==> config.mk <==
export PLATFORM = sky130hd
export DESIGN_NAME = pid_controller_antiwindup_flat
export DESIGN_NICKNAME = d
export VERILOG_FILES = /design/src/rtl/pid_pkg.sv /design/src/rtl/pid_channels.sv /design/src/rtl/pid_controller_antiwindup.sv /design/src/rtl/pid_cfg_regs.sv /design/src/rtl/pid_ctrl.sv /design/src/rtl/pid_datapath.sv /design/src/flat_wrapper.sv
export SDC_FILE = /design/constraint.sdc
export NUM_CORES = 2
export LEC_CHECK = 0
export BUFFER_PORTS_ARGS = -buffer_cell sky130_fd_sc_hd__buf_4
export CAP_MARGIN = 20
export CELL_PAD_IN_SITES_DETAIL_PLACEMENT = 1
export CELL_PAD_IN_SITES_GLOBAL_PLACEMENT = 1
export CORE_MARGIN = 2
export CORE_UTILIZATION = 53
export CTS_CLUSTER_DIAMETER = 150
export CTS_CLUSTER_SIZE = 28
export DETAILED_ROUTE_END_ITERATION = 8
export PLACE_DENSITY = 0.86
export SLEW_MARGIN = 5
export SYNTH_ARGS = -nofsm -noshare
export SYNTH_HDL_FRONTEND = slang
export SYNTH_SLANG_ARGS = --single-unit
export TNS_END_PERCENT = 1
==> constraint.sdc <==
create_clock -name clk_i -period 10.6 [get_ports clk_i]
set_input_delay 2.12 -clock clk_i [delete_from_list [all_inputs] [get_ports clk_i]]
set_output_delay 2.12 -clock clk_i [all_outputs]
set_load 0.01 [all_outputs]
==> src/rtl/pid_pkg.sv <==
`default_nettype none
// ----------------------------------------------------------------------------
// pid_pkg
// Shared types and constants of the fixed-point PID controller with
// integral clamp: register indexes, opcodes, the register file view and the
// command and status bundles between controller and datapath.
// ----------------------------------------------------------------------------
package pid_pkg;

  // Fixed widths of the register file, the time step, the integral and the drive, and fraction bits.
  localparam int CFG_W     = 16;
  localparam int CFG_IDX_W = 3;
  localparam int DT_W      = 16;
  localparam int FRAC_W    = 16;
  localparam int ACC_W     = 32;
  localparam int DRIVE_W   = 16;
  localparam int GAIN_FRAC = 8;

  // Register indexes on the configuration channel.
  localparam logic [CFG_IDX_W-1:0] REG_PROP_GAIN  = 3'd0;
  localparam logic [CFG_IDX_W-1:0] REG_INTEG_GAIN = 3'd1;
  localparam logic [CFG_IDX_W-1:0] REG_DERIV_GAIN = 3'd2;
  localparam logic [CFG_IDX_W-1:0] REG_INTEG_LOW  = 3'd3;
  localparam logic [CFG_IDX_W-1:0] REG_INTEG_HIGH = 3'd4;
  localparam logic [CFG_IDX_W-1:0] REG_OUT_LOW    = 3'd5;
  localparam logic [CFG_IDX_W-1:0] REG_OUT_HIGH   = 3'd6;

  // Reset values of the limit registers.
  localparam logic [CFG_W-1:0] RST_LIMIT_LOW  = 16'h8000;
  localparam logic [CFG_W-1:0] RST_LIMIT_HIGH = 16'h7fff;

  // Sample opcodes.
  localparam logic OP_SUPPLIED = 1'b0;
  localparam logic OP_COMPUTED = 1'b1;

  // Register file contents, all two's complement.
  typedef struct packed {
    logic [CFG_W-1:0] prop_gain;
    logic [CFG_W-1:0] integ_gain;
    logic [CFG_W-1:0] deriv_gain;
    logic [CFG_W-1:0] integ_low_limit;
    logic [CFG_W-1:0] integ_high_limit;
    logic [CFG_W-1:0] out_low_limit;
    logic [CFG_W-1:0] out_high_limit;
  } pid_cfg_t;

  // Commands from the controller to the datapath.
  typedef struct packed {
    logic load;
    logic prep;
    logic div_step;
    logic saturate;
    logic mul;
    logic integ;
    logic sum;
    logic clamp;
    logic finish;
    logic zero_out;
  } pid_cmd_t;

  // Status from the datapath to the controller.
  typedef struct packed {
    logic computed;
    logic dt_zero;
  } pid_stat_t;

endpackage
`default_nettype wire

==> src/rtl/pid_channels.sv <==
`default_nettype none
// ----------------------------------------------------------------------------
// pid_channels
// Valid/ready channel interfaces of the PID controller: control samples in,
// drive values out, and register writes.
// ----------------------------------------------------------------------------

// Control sample channel.
interface pid_in_if #(
  parameter int DATA_WIDTH = 16
);
  logic                         valid;
  logic                         ready;
  logic                         opcode;
  logic signed [DATA_WIDTH-1:0] err_sample;
  logic signed [DATA_WIDTH-1:0] deriv_sample;
  logic [15:0]                  time_step;

  modport source (output valid, opcode, err_sample, deriv_sample, time_step, input ready);
  modport sink   (input valid, opcode, err_sample, deriv_sample, time_step, output ready);
endinterface

// Drive result channel.
interface pid_out_if;
  logic               valid;
  logic               ready;
  logic signed [15:0] drive;

  modport source (output valid, drive, input ready);
  modport sink   (input valid, drive, output ready);
endinterface

// Register write channel.
interface pid_cfg_if;
  logic        valid;
  logic        ready;
  logic [2:0]  index;
  logic [15:0] wdata;

  modport source (output valid, index, wdata, input ready);
  modport sink   (input valid, index, wdata, output ready);
endinterface
`default_nettype wire

==> src/rtl/pid_controller_antiwindup.sv <==
`default_nettype none
// ----------------------------------------------------------------------------
// pid_controller_antiwindup
// Fixed-point PID controller with integral clamp. Each control sample
// updates a Q16.16 integral and produces one saturated drive value.
//
//   Channel  Direction  Payload                                      Transfer
//   in_i     sink       opcode, err_sample, deriv_sample, time_step  valid & ready
//   out_o    source     drive                                        valid & ready
//   cfg_i    sink       index, wdata                                 valid & ready
//
// A supplied-derivative sample skips the divider; a computed-derivative
// sample runs the divider, which retires one quotient bit per cycle.
// A computed sample with zero time step skips the arithmetic and goes
// straight to a zero drive value.
// One sample is processed at a time; the next is taken once the result is
// in the output register, which holds it until transferred.
// Reset clears the integral, the last error and the gains at once, and sets the limits to the full range.
// ----------------------------------------------------------------------------
module pid_controller_antiwindup
  import pid_pkg::*;
#(
  parameter int DATA_WIDTH = 16
) (
  input  wire logic clk_i,
  input  wire logic rst_ni,
  pid_in_if.sink    in_i,
  pid_out_if.source out_o,
  pid_cfg_if.sink   cfg_i
);

  pid_cfg_t  cfg;
  pid_cmd_t  cmd;
  pid_stat_t stat;

  // Gain and limit registers.
  pid_cfg_regs u_cfg (
    .clk_i  (clk_i),
    .rst_ni (rst_ni),
    .cfg_i  (cfg_i),
    .cfg_o  (cfg)
  );

  // Step sequencer.
  pid_ctrl #(
    .DATA_WIDTH (DATA_WIDTH)
  ) u_ctrl (
    .clk_i       (clk_i),
    .rst_ni      (rst_ni),
    .in_valid_i  (in_i.valid),
    .in_ready_o  (in_i.ready),
    .out_valid_o (out_o.valid),
    .out_ready_i (out_o.ready),
    .stat_i      (stat),
    .cmd_o       (cmd)
  );

  // Arithmetic and controller state.
  pid_datapath #(
    .DATA_WIDTH (DATA_WIDTH)
  ) u_dp (
    .clk_i          (clk_i),
    .rst_ni         (rst_ni),
    .cfg_i          (cfg),
    .cmd_i          (cmd),
    .stat_o         (stat),
    .opcode_i       (in_i.opcode),
    .err_sample_i   (in_i.err_sample),
    .deriv_sample_i (in_i.deriv_sample),
    .time_step_i    (in_i.time_step),
    .drive_o        (out_o.drive)
  );

  // A sample transfer always leaves the block busy in the next cycle.
  assert property (@(posedge clk_i) disable iff (!rst_ni)
    (in_i.valid && in_i.ready) |=> !in_i.ready)
    else $error("input taken again right after a transfer");

  // A result is never written over one that has not been transferred.
  assert property (@(posedge clk_i) disable iff (!rst_ni)
    cmd.finish |-> (!out_o.valid || out_o.ready))
    else $error("unread result overwritten");

  // At most one step of the sequence is active in any cycle.
  assert property (@(posedge clk_i) disable iff (!rst_ni)
    $onehot0({cmd.load, cmd.prep, cmd.div_step, cmd.saturate, cmd.mul,
              cmd.integ, cmd.sum, cmd.clamp, cmd.finish}))
    else $error("overlapping step commands");

  // A result appears only after a finish command.
  assert property (@(posedge clk_i) disable iff (!rst_ni)
    $rose(out_o.valid) |-> $past(cmd.finish))
    else $error("result valid without finish");

endmodule
`default_nettype wire

==> src/rtl/pid_cfg_regs.sv <==
`default_nettype none
// ----------------------------------------------------------------------------
// pid_cfg_regs
// Register file of gains and limits, written over the configuration channel.
// Writes to an index beyond the last register are accepted and dropped.
// ----------------------------------------------------------------------------
module pid_cfg_regs
  import pid_pkg::*;
(
  input  wire logic  clk_i,
  input  wire logic  rst_ni,
  pid_cfg_if.sink    cfg_i,
  output pid_cfg_t   cfg_o
);

  pid_cfg_t regs_q;

  // The register file can always take a write.
  assign cfg_i.ready = 1'b1;
  assign cfg_o       = regs_q;

  // Register writes.
  always_ff @(posedge clk_i or negedge rst_ni) begin
    if (!rst_ni) begin
      regs_q.prop_gain        <= '0;
      regs_q.integ_gain       <= '0;
      regs_q.deriv_gain       <= '0;
      regs_q.integ_low_limit  <= RST_LIMIT_LOW;
      regs_q.integ_high_limit <= RST_LIMIT_HIGH;
      regs_q.out_low_limit    <= RST_LIMIT_LOW;
      regs_q.out_high_limit   <= RST_LIMIT_HIGH;
    end else if (cfg_i.valid) begin
      case (cfg_i.index)
        REG_PROP_GAIN:  regs_q.prop_gain        <= cfg_i.wdata;
        REG_INTEG_GAIN: regs_q.integ_gain       <= cfg_i.wdata;
        REG_DERIV_GAIN: regs_q.deriv_gain       <= cfg_i.wdata;
        REG_INTEG_LOW:  regs_q.integ_low_limit  <= cfg_i.wdata;
        REG_INTEG_HIGH: regs_q.integ_high_limit <= cfg_i.wdata;
        REG_OUT_LOW:    regs_q.out_low_limit    <= cfg_i.wdata;
        REG_OUT_HIGH:   regs_q.out_high_limit   <= cfg_i.wdata;
        default: ;
      endcase
    end
  end

endmodule
`default_nettype wire

==> src/rtl/pid_ctrl.sv <==
`default_nettype none
// ----------------------------------------------------------------------------
// pid_ctrl
// Sequencer of the PID step: prepares operands, runs the derivative divider
// one quotient bit per cycle for a computed derivative, then multiplies,
// integrates, sums, clamps and hands the result to the output register.
// ----------------------------------------------------------------------------
module pid_ctrl
  import pid_pkg::*;
#(
  parameter int DATA_WIDTH = 16
) (
  input  wire logic       clk_i,
  input  wire logic       rst_ni,
  input  wire logic       in_valid_i,
  output logic            in_ready_o,
  output logic            out_valid_o,
  input  wire logic       out_ready_i,
  input  wire pid_stat_t  stat_i,
  output pid_cmd_t        cmd_o
);

  localparam int QW = DATA_WIDTH + 1;
  localparam int CW = $clog2(QW);
  localparam logic [CW-1:0] CNT_LAST = CW'(QW - 1);

  typedef enum logic [3:0] {
    S_IDLE, S_PREP, S_DIV, S_SAT, S_MUL, S_INTEG, S_SUM, S_CLAMP, S_FIN, S_ZERO
  } state_e;

  state_e        state_q;
  logic [CW-1:0] cnt_q;
  logic          out_valid_q;
  logic          out_free;

  // The result register is free when empty or being read this cycle.
  assign out_free    = !out_valid_q || out_ready_i;
  assign in_ready_o  = (state_q == S_IDLE);
  assign out_valid_o = out_valid_q;

  // Command decode.
  always_comb begin
    cmd_o          = '0;
    cmd_o.load     = (state_q == S_IDLE) && in_valid_i;
    cmd_o.prep     = (state_q == S_PREP);
    cmd_o.div_step = (state_q == S_DIV);
    cmd_o.saturate = (state_q == S_SAT);
    cmd_o.mul      = (state_q == S_MUL);
    cmd_o.integ    = (state_q == S_INTEG);
    cmd_o.sum      = (state_q == S_SUM);
    cmd_o.clamp    = (state_q == S_CLAMP);
    cmd_o.finish   = ((state_q == S_FIN) || (state_q == S_ZERO)) && out_free;
    cmd_o.zero_out = (state_q == S_ZERO);
  end

  // State, divider step count and output valid.
  always_ff @(posedge clk_i or negedge rst_ni) begin
    if (!rst_ni) begin
      state_q     <= S_IDLE;
      cnt_q       <= '0;
      out_valid_q <= 1'b0;
    end else begin
      if (cmd_o.finish) begin
        out_valid_q <= 1'b1;
      end else if (out_ready_i) begin
        out_valid_q <= 1'b0;
      end

      case (state_q)
        S_IDLE: begin
          if (in_valid_i) begin
            state_q <= S_PREP;
          end
        end
        S_PREP: begin
          cnt_q <= '0;
          if (stat_i.computed && stat_i.dt_zero) begin
            state_q <= S_ZERO;
          end else if (stat_i.computed) begin
            state_q <= S_DIV;
          end else begin
            state_q <= S_MUL;
          end
        end
        S_DIV: begin
          cnt_q <= cnt_q + 1'b1;
          if (cnt_q == CNT_LAST) begin
            state_q <= S_SAT;
          end
        end
        S_SAT:   state_q <= S_MUL;
        S_MUL:   state_q <= S_INTEG;
        S_INTEG: state_q <= S_SUM;
        S_SUM:   state_q <= S_CLAMP;
        S_CLAMP: state_q <= S_FIN;
        S_FIN, S_ZERO: begin
          if (out_free) begin
            state_q <= S_IDLE;
          end
        end
        default: state_q <= S_IDLE;
      endcase
    end
  end

endmodule
`default_nettype wire

==> src/rtl/pid_datapath.sv <==
`default_nettype none
// ----------------------------------------------------------------------------
// pid_datapath
// Operand registers, restoring divider for the computed derivative, gain
// multipliers, integral update with clamp, output sum, clamp and rounding,
// and the controller state (integral and last error).
// ----------------------------------------------------------------------------
module pid_datapath
  import pid_pkg::*;
#(
  parameter int DATA_WIDTH = 16
) (
  input  wire logic                         clk_i,
  input  wire logic                         rst_ni,
  input  wire pid_cfg_t                     cfg_i,
  input  wire pid_cmd_t                     cmd_i,
  output pid_stat_t                         stat_o,
  input  wire logic                         opcode_i,
  input  wire logic signed [DATA_WIDTH-1:0] err_sample_i,
  input  wire logic signed [DATA_WIDTH-1:0] deriv_sample_i,
  input  wire logic [DT_W-1:0]              time_step_i,
  output logic signed [DRIVE_W-1:0]         drive_o
);

  localparam int DW = DATA_WIDTH;
  localparam int QW = DW + 1;                 // quotient bits kept
  localparam int NW = QW + FRAC_W;            // dividend width
  localparam int PW = DW + CFG_W;             // gain product width
  localparam int IW = PW + DT_W + 1;          // integral increment product
  localparam int AW = IW - GAIN_FRAC + 1;     // wide sum width
  localparam logic [QW-1:0] Q_HALF = QW'(1) << (DW - 1);
  localparam logic signed [ACC_W:0] ROUND_HALF = (ACC_W + 1)'(1) << (FRAC_W - 1);

  // Sample and state registers.
  logic                   op_q;
  logic signed [DW-1:0]   e_q;
  logic signed [DW-1:0]   d_q;
  logic [DT_W-1:0]        dt_q;
  logic signed [DW-1:0]   prev_err_q;
  logic signed [ACC_W-1:0] integ_acc_q;

  // Divider registers.
  logic                   neg_q;
  logic                   ovf_q;
  logic [DT_W-1:0]        rem_q;
  logic [QW-1:0]          quo_q;

  // Arithmetic pipeline registers.
  logic signed [PW-1:0]   prod_p_q;
  logic signed [PW-1:0]   prod_i_q;
  logic signed [PW-1:0]   prod_d_q;
  logic signed [IW-1:0]   inc_q;
  logic signed [PW:0]     pd_sum_q;
  logic signed [ACC_W-1:0] acc_new_q;
  logic signed [AW-1:0]   sum_q;
  logic signed [DRIVE_W-1:0] drive_res_q;
  logic signed [DRIVE_W-1:0] drive_q;

  assign stat_o.computed = (op_q == OP_COMPUTED);
  assign stat_o.dt_zero  = (dt_q == '0);
  assign drive_o         = drive_q;

  // Error difference, its magnitude and the dividend.
  logic signed [DW:0] diff;
  logic [DW:0]        mag;
  logic [NW-1:0]      num;
  logic [NW-1:0]      dt_top;
  logic               ovf_d;

  assign diff   = {e_q[DW-1], e_q} - {prev_err_q[DW-1], prev_err_q};
  assign mag    = diff[DW] ? (~diff + 1'b1) : diff;
  assign num    = {mag, {FRAC_W{1'b0}}};
  assign dt_top = {dt_q, {QW{1'b0}}};
  assign ovf_d  = (num >= dt_top);

  // One restoring division step.
  logic [DT_W:0]   trial;
  logic [DT_W:0]   trial_sub;
  logic            q_bit;
  logic [DT_W-1:0] rem_d;

  assign trial     = {rem_q, quo_q[QW-1]};
  assign q_bit     = (trial >= {1'b0, dt_q});
  assign trial_sub = trial - {1'b0, dt_q};
  assign rem_d     = q_bit ? trial_sub[DT_W-1:0] : trial[DT_W-1:0];

  // Saturation of the quotient to the signed sample range.
  logic [QW-1:0]        quo_neg;
  logic signed [DW-1:0] d_sat;

  assign quo_neg = QW'(0) - quo_q;
  always_comb begin
    if (neg_q) begin
      if (ovf_q || (quo_q > Q_HALF)) begin
        d_sat = {1'b1, {(DW - 1){1'b0}}};
      end else begin
        d_sat = quo_neg[DW-1:0];
      end
    end else begin
      if (ovf_q || (quo_q >= Q_HALF)) begin
        d_sat = {1'b0, {(DW - 1){1'b1}}};
      end else begin
        d_sat = quo_q[DW-1:0];
      end
    end
  end

  // Gain products.
  logic signed [PW-1:0] prod_p_d;
  logic signed [PW-1:0] prod_i_d;
  logic signed [PW-1:0] prod_d_d;
  logic signed [IW-1:0] inc_d;

  assign prod_p_d = $signed(cfg_i.prop_gain) * e_q;
  assign prod_i_d = $signed(cfg_i.integ_gain) * e_q;
  assign prod_d_d = $signed(cfg_i.deriv_gain) * d_q;
  assign inc_d    = prod_i_q * $signed({1'b0, dt_q});

  // Integral update, floored to Q16.16, clamped low then high.
  logic signed [IW-GAIN_FRAC-1:0] inc_fl;
  logic signed [AW-1:0]    acc_sum;
  logic signed [AW-1:0]    acc_lo;
  logic signed [AW-1:0]    acc_cl;
  logic signed [ACC_W-1:0] ilo;
  logic signed [ACC_W-1:0] ihi;

  assign inc_fl  = inc_q[IW-1:GAIN_FRAC];
  assign ilo     = {cfg_i.integ_low_limit, {FRAC_W{1'b0}}};
  assign ihi     = {cfg_i.integ_high_limit, {FRAC_W{1'b0}}};
  assign acc_sum = integ_acc_q + inc_fl;
  assign acc_lo  = (acc_sum < ilo) ? AW'(ilo) : acc_sum;
  assign acc_cl  = (acc_lo > ihi) ? AW'(ihi) : acc_lo;

  // Output sum, clamp and round to nearest.
  logic signed [PW+GAIN_FRAC:0] pd_scaled;
  logic signed [AW-1:0]    sum_d;
  logic signed [AW-1:0]    sum_lo;
  logic signed [AW-1:0]    sum_cl;
  logic signed [ACC_W-1:0] olo;
  logic signed [ACC_W-1:0] ohi;
  logic signed [ACC_W-1:0] sum_nar;
  logic signed [ACC_W:0]   rnd;

  assign pd_scaled = {pd_sum_q, {GAIN_FRAC{1'b0}}};
  assign sum_d     = pd_scaled + acc_new_q;
  assign olo       = {cfg_i.out_low_limit, {FRAC_W{1'b0}}};
  assign ohi       = {cfg_i.out_high_limit, {FRAC_W{1'b0}}};
  assign sum_lo    = (sum_q < olo) ? AW'(olo) : sum_q;
  assign sum_cl    = (sum_lo > ohi) ? AW'(ohi) : sum_lo;
  assign sum_nar   = sum_cl[ACC_W-1:0];
  assign rnd       = {sum_nar[ACC_W-1], sum_nar} + ROUND_HALF;

  // Operand and pipeline registers.
  always_ff @(posedge clk_i) begin
    if (cmd_i.load) begin
      op_q <= opcode_i;
      e_q  <= err_sample_i;
      d_q  <= deriv_sample_i;
      dt_q <= time_step_i;
    end
    if (cmd_i.prep) begin
      neg_q    <= diff[DW];
      ovf_q    <= ovf_d;
      rem_q    <= num[NW-1:QW];
      quo_q    <= num[QW-1:0];
      prod_p_q <= prod_p_d;
      prod_i_q <= prod_i_d;
    end
    if (cmd_i.div_step) begin
      rem_q <= rem_d;
      quo_q <= {quo_q[QW-2:0], q_bit};
    end
    if (cmd_i.saturate) begin
      d_q <= d_sat;
    end
    if (cmd_i.mul) begin
      inc_q    <= inc_d;
      prod_d_q <= prod_d_d;
    end
    if (cmd_i.integ) begin
      acc_new_q <= acc_cl[ACC_W-1:0];
      pd_sum_q  <= prod_p_q + prod_d_q;
    end
    if (cmd_i.sum) begin
      sum_q <= sum_d;
    end
    if (cmd_i.clamp) begin
      drive_res_q <= rnd[ACC_W-1:FRAC_W];
    end
    if (cmd_i.finish) begin
      drive_q <= cmd_i.zero_out ? '0 : drive_res_q;
    end
  end

  // Controller state: commits only on a completed step with a real result.
  always_ff @(posedge clk_i or negedge rst_ni) begin
    if (!rst_ni) begin
      integ_acc_q <= '0;
      prev_err_q  <= '0;
    end else if (cmd_i.finish && !cmd_i.zero_out) begin
      integ_acc_q <= acc_new_q;
      prev_err_q  <= e_q;
    end
  end

endmodule
`default_nettype wire

==> src/flat_wrapper.sv <==
// flat-port wrapper written by rule: the top's interface ports become plain ports
module pid_controller_antiwindup_flat import pid_pkg::*;
#(
  parameter int DATA_WIDTH = 16
)
  (clk_i, rst_ni, in_i_valid, in_i_opcode, in_i_err_sample, in_i_deriv_sample, in_i_time_step, in_i_ready, out_o_valid, out_o_drive, out_o_ready, cfg_i_valid, cfg_i_index, cfg_i_wdata, cfg_i_ready);
  pid_in_if #(.DATA_WIDTH(DATA_WIDTH)) in_i_i ();
  pid_out_if out_o_i ();
  pid_cfg_if cfg_i_i ();
  input  wire logic clk_i;
  input  wire logic rst_ni;
  input wire logic [$bits(in_i_i.valid)-1:0] in_i_valid;
  input wire logic [$bits(in_i_i.opcode)-1:0] in_i_opcode;
  input wire logic [$bits(in_i_i.err_sample)-1:0] in_i_err_sample;
  input wire logic [$bits(in_i_i.deriv_sample)-1:0] in_i_deriv_sample;
  input wire logic [$bits(in_i_i.time_step)-1:0] in_i_time_step;
  output wire logic [$bits(in_i_i.ready)-1:0] in_i_ready;
  output wire logic [$bits(out_o_i.valid)-1:0] out_o_valid;
  output wire logic [$bits(out_o_i.drive)-1:0] out_o_drive;
  input wire logic [$bits(out_o_i.ready)-1:0] out_o_ready;
  input wire logic [$bits(cfg_i_i.valid)-1:0] cfg_i_valid;
  input wire logic [$bits(cfg_i_i.index)-1:0] cfg_i_index;
  input wire logic [$bits(cfg_i_i.wdata)-1:0] cfg_i_wdata;
  output wire logic [$bits(cfg_i_i.ready)-1:0] cfg_i_ready;
  assign in_i_i.valid = in_i_valid;
  assign in_i_i.opcode = in_i_opcode;
  assign in_i_i.err_sample = in_i_err_sample;
  assign in_i_i.deriv_sample = in_i_deriv_sample;
  assign in_i_i.time_step = in_i_time_step;
  assign in_i_ready = in_i_i.ready;
  assign out_o_valid = out_o_i.valid;
  assign out_o_drive = out_o_i.drive;
  assign out_o_i.ready = out_o_ready;
  assign cfg_i_i.valid = cfg_i_valid;
  assign cfg_i_i.index = cfg_i_index;
  assign cfg_i_i.wdata = cfg_i_wdata;
  assign cfg_i_ready = cfg_i_i.ready;
  pid_controller_antiwindup #(.DATA_WIDTH(DATA_WIDTH)) u_core (.clk_i(clk_i), .rst_ni(rst_ni), .in_i(in_i_i), .out_o(out_o_i), .cfg_i(cfg_i_i));
endmodule
# Word-level counts from Yosys, hierarchy flattened
# Cells that the tools add are included.
[word_totals] reg_bits=538 output_inout_bits=19 in_bits=73 elab_cells=120
[op_classes] n_mul=4 mux=24 eq_ne=19 n_reduce_logical=25 add_sub_neg=9 n_bitwise=1 n_lt_le_gt_ge=8
[ops] operator="16-bit 2-to-1 mux" count=8
[ops] operator="16-bit by 16-bit multiplier with 32-bit output" count=3
[ops] operator="42-bit by 32-bit greater-than comparator with 1-bit output" count=2
[ops] operator="42-bit by 32-bit < comparator with 1-bit output" count=2
[ops] operator="42-bit 2-to-1 mux" count=2
[ops] operator="32-bit 2-to-1 mux" count=2
[ops] operator="17-bit 2-to-1 mux" count=3
[ops] operator="32-bit by 17-bit multiplier with 49-bit output" count=1
[ops] operator="32-bit by 41-bit adder with 42-bit output" count=1
[ops] operator="41-bit by 32-bit adder with 42-bit output" count=1
[ops] operator="4-bit one-hot mux with 9 select lines" count=1
[ops] operator="32-bit by 32-bit adder with 33-bit output" count=1
[ops] operator="33-bit greater-or-equal comparator" count=1
[ops] operator="32-bit by 17-bit adder with 32-bit output (second input constant)" count=1
[ops] operator="17-bit by 1-bit adder with 17-bit output (second input constant)" count=1
[ops] operator="17-bit by 16-bit greater-or-equal comparator with 1-bit output" count=1
[ops] operator="17-bit by 16-bit greater-or-equal comparator with 1-bit output (second input constant)" count=1
[ops] operator="17-bit by 16-bit greater-than comparator with 1-bit output (second input constant)" count=1
[ops] operator="17-bit inverter" count=1
[ops] operator="16-bit by 16-bit subtractor with 17-bit output" count=1
[ops] operator="4-bit by 3-bit == test with 1-bit output (second input constant)" count=4
[ops] operator="16-bit zero test" count=1
[ops] operator="4-bit 2-to-1 mux" count=4
[ops] operator="1-bit by 16-bit subtractor with 16-bit output (first input constant)" count=1
[ops] operator="other kinds (22)" count=45

# Longest topological paths before layout
[logic_depth] word_depth=6 mapped_depth=38

# By module
# From an unflattened synthesis, not the netlist that was laid out.
[unflattened] cells_unflattened=7718 hier_area_um2=76374.5
[modules_own_cells] module="pid_datapath" area_per_inst_um2=71372.2 seq_area_each_um2=12011.5 cells_per_inst=7406 n_inst=1
[modules_own_cells] module="pid_cfg_regs" area_per_inst_um2=4355.4 seq_area_each_um2=2842.7 cells_per_inst=247 n_inst=1
[modules_own_cells] module="pid_ctrl" area_per_inst_um2=646.9 seq_area_each_um2=250.2 cells_per_inst=65 n_inst=1

# Worst setup path before layout
# No wires, ideal clock.
[synth_timing] path_kind="flip-flop to flip-flop" start="reg u_core.u_dp.integ_acc_q[0]" end="reg u_core.u_dp.acc_new_q[21] (data pin)" t_required_ns=10.340 setup_slack_ns=2.411 path_stages_with_launch=37 arrival_time_ns=7.929 cell_sequence="dfrtp_1 -> ha_1 -> fa_1 -> a21o_1 -> and4_1 -> o21ai_1 -> a21oi_1 -> o211ai_1 -> a211oi_1 -> o31ai_1 -> nor3_1 -> a2111oi_0 -> xnor2_1 -> ha_1 -> nand2_1 -> nor4_1 -> nor4b_1 -> nand2_1 -> o211ai_1 -> a31oi_1 -> o22ai_1 -> clkbuf_1 -> clkbuf_1 -> nand2b_1 -> nand2_1 -> ha_1 -> nand4_1 -> nor3_1 -> nand4_1 -> a2111oi_0 -> o211ai_1 -> a211oi_1 -> nand4_1 -> nor4_1 -> a211oi_1 -> clkbuf_1 -> mux2_2"
[synth_via] elab_chain_len=5
[synth_lines] item="start, declared" line_no="pid_datapath.sv:40" text="logic signed [ACC_W-1:0] integ_acc_q;"
[synth_lines] item="start signal, assigned" line_no="pid_datapath.sv:201" text="integ_acc_q <= acc_new_q;"
[synth_lines] item="32-bit by 41-bit adder with 42-bit output (*)" line_no="pid_datapath.sv:130" text="assign acc_sum = integ_acc_q + inc_fl;"
[synth_lines] item="42-bit by 32-bit < comparator with 1-bit output" line_no="pid_datapath.sv:131" text="assign acc_lo = (acc_sum < ilo) ? AW'(ilo) : acc_sum;"
[synth_lines] item="42-bit 2-to-1 mux (*)" line_no="pid_datapath.sv:131"
[synth_lines] item="42-bit by 32-bit greater-than comparator with 1-bit output" line_no="pid_datapath.sv:132" text="assign acc_cl = (acc_lo > ihi) ? AW'(ihi) : acc_lo;"
[synth_lines] item="32-bit 2-to-1 mux (*)" line_no="pid_datapath.sv:132"
[synth_lines] item="net u_core.u_dp.acc_cl[21]" line_no="pid_datapath.sv:123" text="logic signed [AW-1:0] acc_cl;"
[synth_lines] item="end signal, assigned" line_no="pid_datapath.sv:181" text="acc_new_q <= acc_cl[ACC_W-1:0];"
[synth_lines] item="end, declared" line_no="pid_datapath.sv:54" text="logic signed [ACC_W-1:0] acc_new_q;"
# Mark *: on every way through the listed nets, which the timed path passes. The rest lies on a longest branch.
# A chain may end at the register's enable or synchronous reset.

# Final worst setup path
[layout_timing] start="reg u_core.u_dp.integ_acc_q[0]" end="reg u_core.u_dp.acc_new_q[6] (data pin)"
[layout_via] elab_chain_len=4
[layout_lines] item="32-bit by 41-bit adder with 42-bit output (*)" line_no="pid_datapath.sv:130"
[layout_lines] item="42-bit by 32-bit < comparator with 1-bit output" line_no="pid_datapath.sv:131"
[layout_lines] item="42-bit 2-to-1 mux (*)" line_no="pid_datapath.sv:131"
[layout_lines] item="42-bit by 32-bit greater-than comparator with 1-bit output" line_no="pid_datapath.sv:132"
# Every way passes the cells marked *; elsewhere a longest branch is shown, timed or not.

==> results by group <==
Run status
  • Outcome: completed

Die
  • Effective utilization at floorplan: 53.5%
  • Die X: 383 um
  • Row Count: 138
  • Standard cell core area: 142000 um^2
  • IO Count: 92
  • Area of the die: 146000 um^2
  • Height of the die: 383 um

Finish
  • Layout cell share with drive strength beyond 1: 5.90%
  • Sequential cell area in the final layout: 15100 um^2
  • Design Area, Final: 79600 um^2
  • Area growth from synthesis to final layout: 4.77%
  • Fillers: 15800
  • Multi-input gate area: 54100 um^2
  • Nets: 9669

Worst setup path
  • Depth of the worst register-to-register path: 35
  • Stage delay of the slowest cell on the critical path: 0.53 ns
  • Reg2reg end: u_core.u_dp.acc_new_q[6]
  • Buffers plus inverters on the worst setup path: 2
  • Kind of cell adding the most delay to the critical path: compound AO/OA/AOI/OAI gates
  • Crit Reg-Reg Startpoint: u_core.u_dp.integ_acc_q[0]
  • Crit-path slowest cell: a2111oi_0
  • Sort of element at the end of the critical path: register
  • Arrival time of data at the critical path endpoint: 10.34 ns
  • Largest driver fanout on the critical path: 15
  • Type of origin of the critical path: register
  • Worst Setup Path Type: register to register
  • Flop2flop setup slack: 0.80 ns
  • CP Data Required Time: 11.14 ns

Drt
  • Number of iterations in the first detailed-routing pass: 6
  • Vias per inst: 5.90
  • Post-route DRC violation count: 0
  • Wirelength, routed: 238000 um
  • Detailed router's first-iteration violation count: 3729
  • Count of antenna-violating nets left after detailed routing: 0
  • WL/cell: 24.8 um
  • Count of vias placed by the detailed router: 56600

Yosys
  • Simple-gate share of the synthesized area: 13.9%
  • Cell accounting for the most synthesized area: fa_1
  • Xor/xnor share of the synthesized area: 3.34%
  • Area share of the largest cell type after synthesis: 33.7%
  • Synthesis Warnings: 0
  • Sequential element share of the synthesized area: 19.9%
  • Post-synth EDFFs: 360
  • Top cells by area in the synthesized netlist: fa_1 34%, edfxtp_1 14%, ha_1 10%
  • Ranking of synthesized cells by instance count: 1546 x inv_1, 1278 x fa_1, 964 x nand2_1
  • Post-Synthesis Cells: 7754
  • Main combinational cell family by area after synthesis: adder cells
  • Compound-gate portion of the synthesized area: 7.30%
  • Area of the mapped netlist: 75900 um^2
  • Multiplexer area fraction after synthesis: 2.61%
  • Post-synthesis async set-or-reset flop share: 32.1%
  • Leading cell type by number of instances after synthesis: inv_1
  • Post-Synthesis Net Count: 9727
  • Register bit count reported by yosys: 530
  • Post-synthesis cell type count: 88
  • Share of synthesized cell area in full adder, half adder and majority cells: 43.9%
  • Mean instance size in the synthesized netlist: 9.79 um^2
  • Most used DFF post-synth: edfxtp_1

Min path
  • Start point of the worst min-delay path: u_core.u_dp.acc_new_q[5]
  • Worst min-delay path endpoint: u_core.u_dp.sum_q[5]
  • Worst Hold Path Cells: 0
  • Class of the tightest hold or removal check: register to register

Global route
  • Aggregate global routing overflow: 0
  • Antenna violations before repair: 18
  • Maximum number of pins on one net before global-route repair: 91
  • Wire length of the first global-routing pass: 373000 um
  • Gr usage total: 33.1%
  • Vias in the first global route: 65900

Timing
  • Final count of negative-setup-slack endpoints: 0
  • Post-route clock skew: 0.0558 ns
  • Clock period minus worst slack: 9.80 ns
  • Accumulated negative setup slack: 0 ns
  • Worst slew margin: 19.5%
  • Fmax: 0.102 GHz
  • Setup slack of the critical path after layout: 0.796 ns
  • Worst Hold Margin: 0.471 ns
  • RSZ-0062 raised after global routing: no
  • Final period utilization: 92.5%
  • Hold violation count in the final report: 0
  • Transition time at the pin with the least slew margin: 1.21 ns
  • Slew Viols, Final: 0

Clocking
  • Clock slew at the register clock pins of the worst setup and hold paths: 0.12 ns
  • CTS H-tree depth: 1
  • Root buffer selected by CTS: clkbuf_16
  • Post-CTS setup buffer count: 0
  • Number of instances resized during post-cts repair: 0
  • Maximum clock path buffer count: 3
  • CTS tree: built
  • Number of CTS-inserted buffers: 25
  • Number of sinks on the clock net: 530
  • Clock insertion delay at the later pin of the skew report: 0.69 ns
  • Post-CTS Hold Fix Bufs: 0

Place
  • Port buffer count: 90
  • Placement Cell Area: 78700 um^2
  • Minimum setup slack after placement: 0.869 ns
  • Global placer's final weighted congestion: 0.913
  • Detailed Place HPWL: 188000 um

Flow run
  • Max capacitance violation total: 0
==> cell type report <==
cell class                      instances  share of cell area, %
Clock buffer                           39                  0.852
Tap cell                             1890                   2.97
Timing Repair Buffer                  179                   1.72
Multi-Input combinational cell       5414                   68.0
Antenna cell                            3                0.00944
Sequential cell                       530                   19.0
Inverter                             1546                   7.29
Clock inverter                          7                  0.148
==> worst max path at each step <==
stage                               startpoint                   endpoint  slack [ns]  depth (start not counted)
finish              u_core.u_dp.integ_acc_q[0]   u_core.u_dp.acc_new_q[6]        0.80                         35
global route        u_core.u_dp.integ_acc_q[0]   u_core.u_dp.acc_new_q[6]        0.04                         35
CTS                       u_core.u_dp.inc_q[8]   u_core.u_dp.acc_new_q[6]        0.66                         35
detailed placement  u_core.u_dp.integ_acc_q[0]   u_core.u_dp.acc_new_q[6]        0.87                         35
global placement    u_core.u_dp.integ_acc_q[0]  u_core.u_dp.acc_new_q[12]        1.01                         35
floorplan           u_core.u_dp.integ_acc_q[0]  u_core.u_dp.acc_new_q[21]        2.41                         36
==> layer usage <==
metal	vias up	GRT usage (%)	routed length, um
li1	24200	-	-
met1	29600	39.2	88700
met2	2054	58.1	119000
met3	764	4.58	14900
met4	6	18.2	15100
met5	-	0	45
==> kinds of logic (layout without fill, tap and decap cells) <==
logic type	Yosys count	after routing
simple gates	2162	2162
fa+ha+maj	1900	1900
buf+inv	1810	1771
compound gates	883	883
flops	530	530
xor+xnor	290	290
mux	178	178
other cells	1	4
==> layout by cell type, fill, tap and decap left out, types with 11 or more instances in the layout <==
cell       instances
nand3_1           56
inv_1           1545
o31ai_1           11
nor3_1            52
ha_1             622
xnor2_1          207
nor4_1            20
o21a_1            51
clkbuf_1          14
a31oi_1           20
nand2b_1          96
buf_4            173
dfstp_2           32
and3_1            33
o21bai_1          26
fa_1            1278
mux2i_1           19
a211o_1           13
and2_1           510
mux2_2           159
nand2_1          964
a21oi_1          261
o211ai_1          25
edfxtp_1         360
xor2_1            83
o31a_1            12
a21o_1           121
clkbuf_16         25
o21ai_0          198
a211oi_1          31
nand4_1           51
or3_1             26
o21ai_1           18
dfrtp_1          138
nor2b_1           56
nor2_1           216
==> metrics by stage <==
step,cells,util (%)
after floorplan,7754,-
after global placement,9555,55.4
after detailed placement,9555,55.4
after CTS,9601,56.0
after global routing,9605,56.0
final,9608,56.1
==> state kept, by name (all words and copies together), names as in the netlist, 17 cells and up <==
register                 flops
u_core.u_cfg.cfg_o         112
u_core.u_dp.sum_q           42
u_core.u_dp.inc_q           41
u_core.u_dp.pd_sum_q        33
u_core.u_dp.acc_new_q       32
u_core.u_dp.integ_acc_q     32
u_core.u_dp.prod_d_q        32
u_core.u_dp.prod_i_q        32
u_core.u_dp.prod_p_q        32
u_core.u_dp.quo_q           17
Power is not shown: default switching activity piles up to over one toggle a cycle in this logic, so the estimate is an artifact.
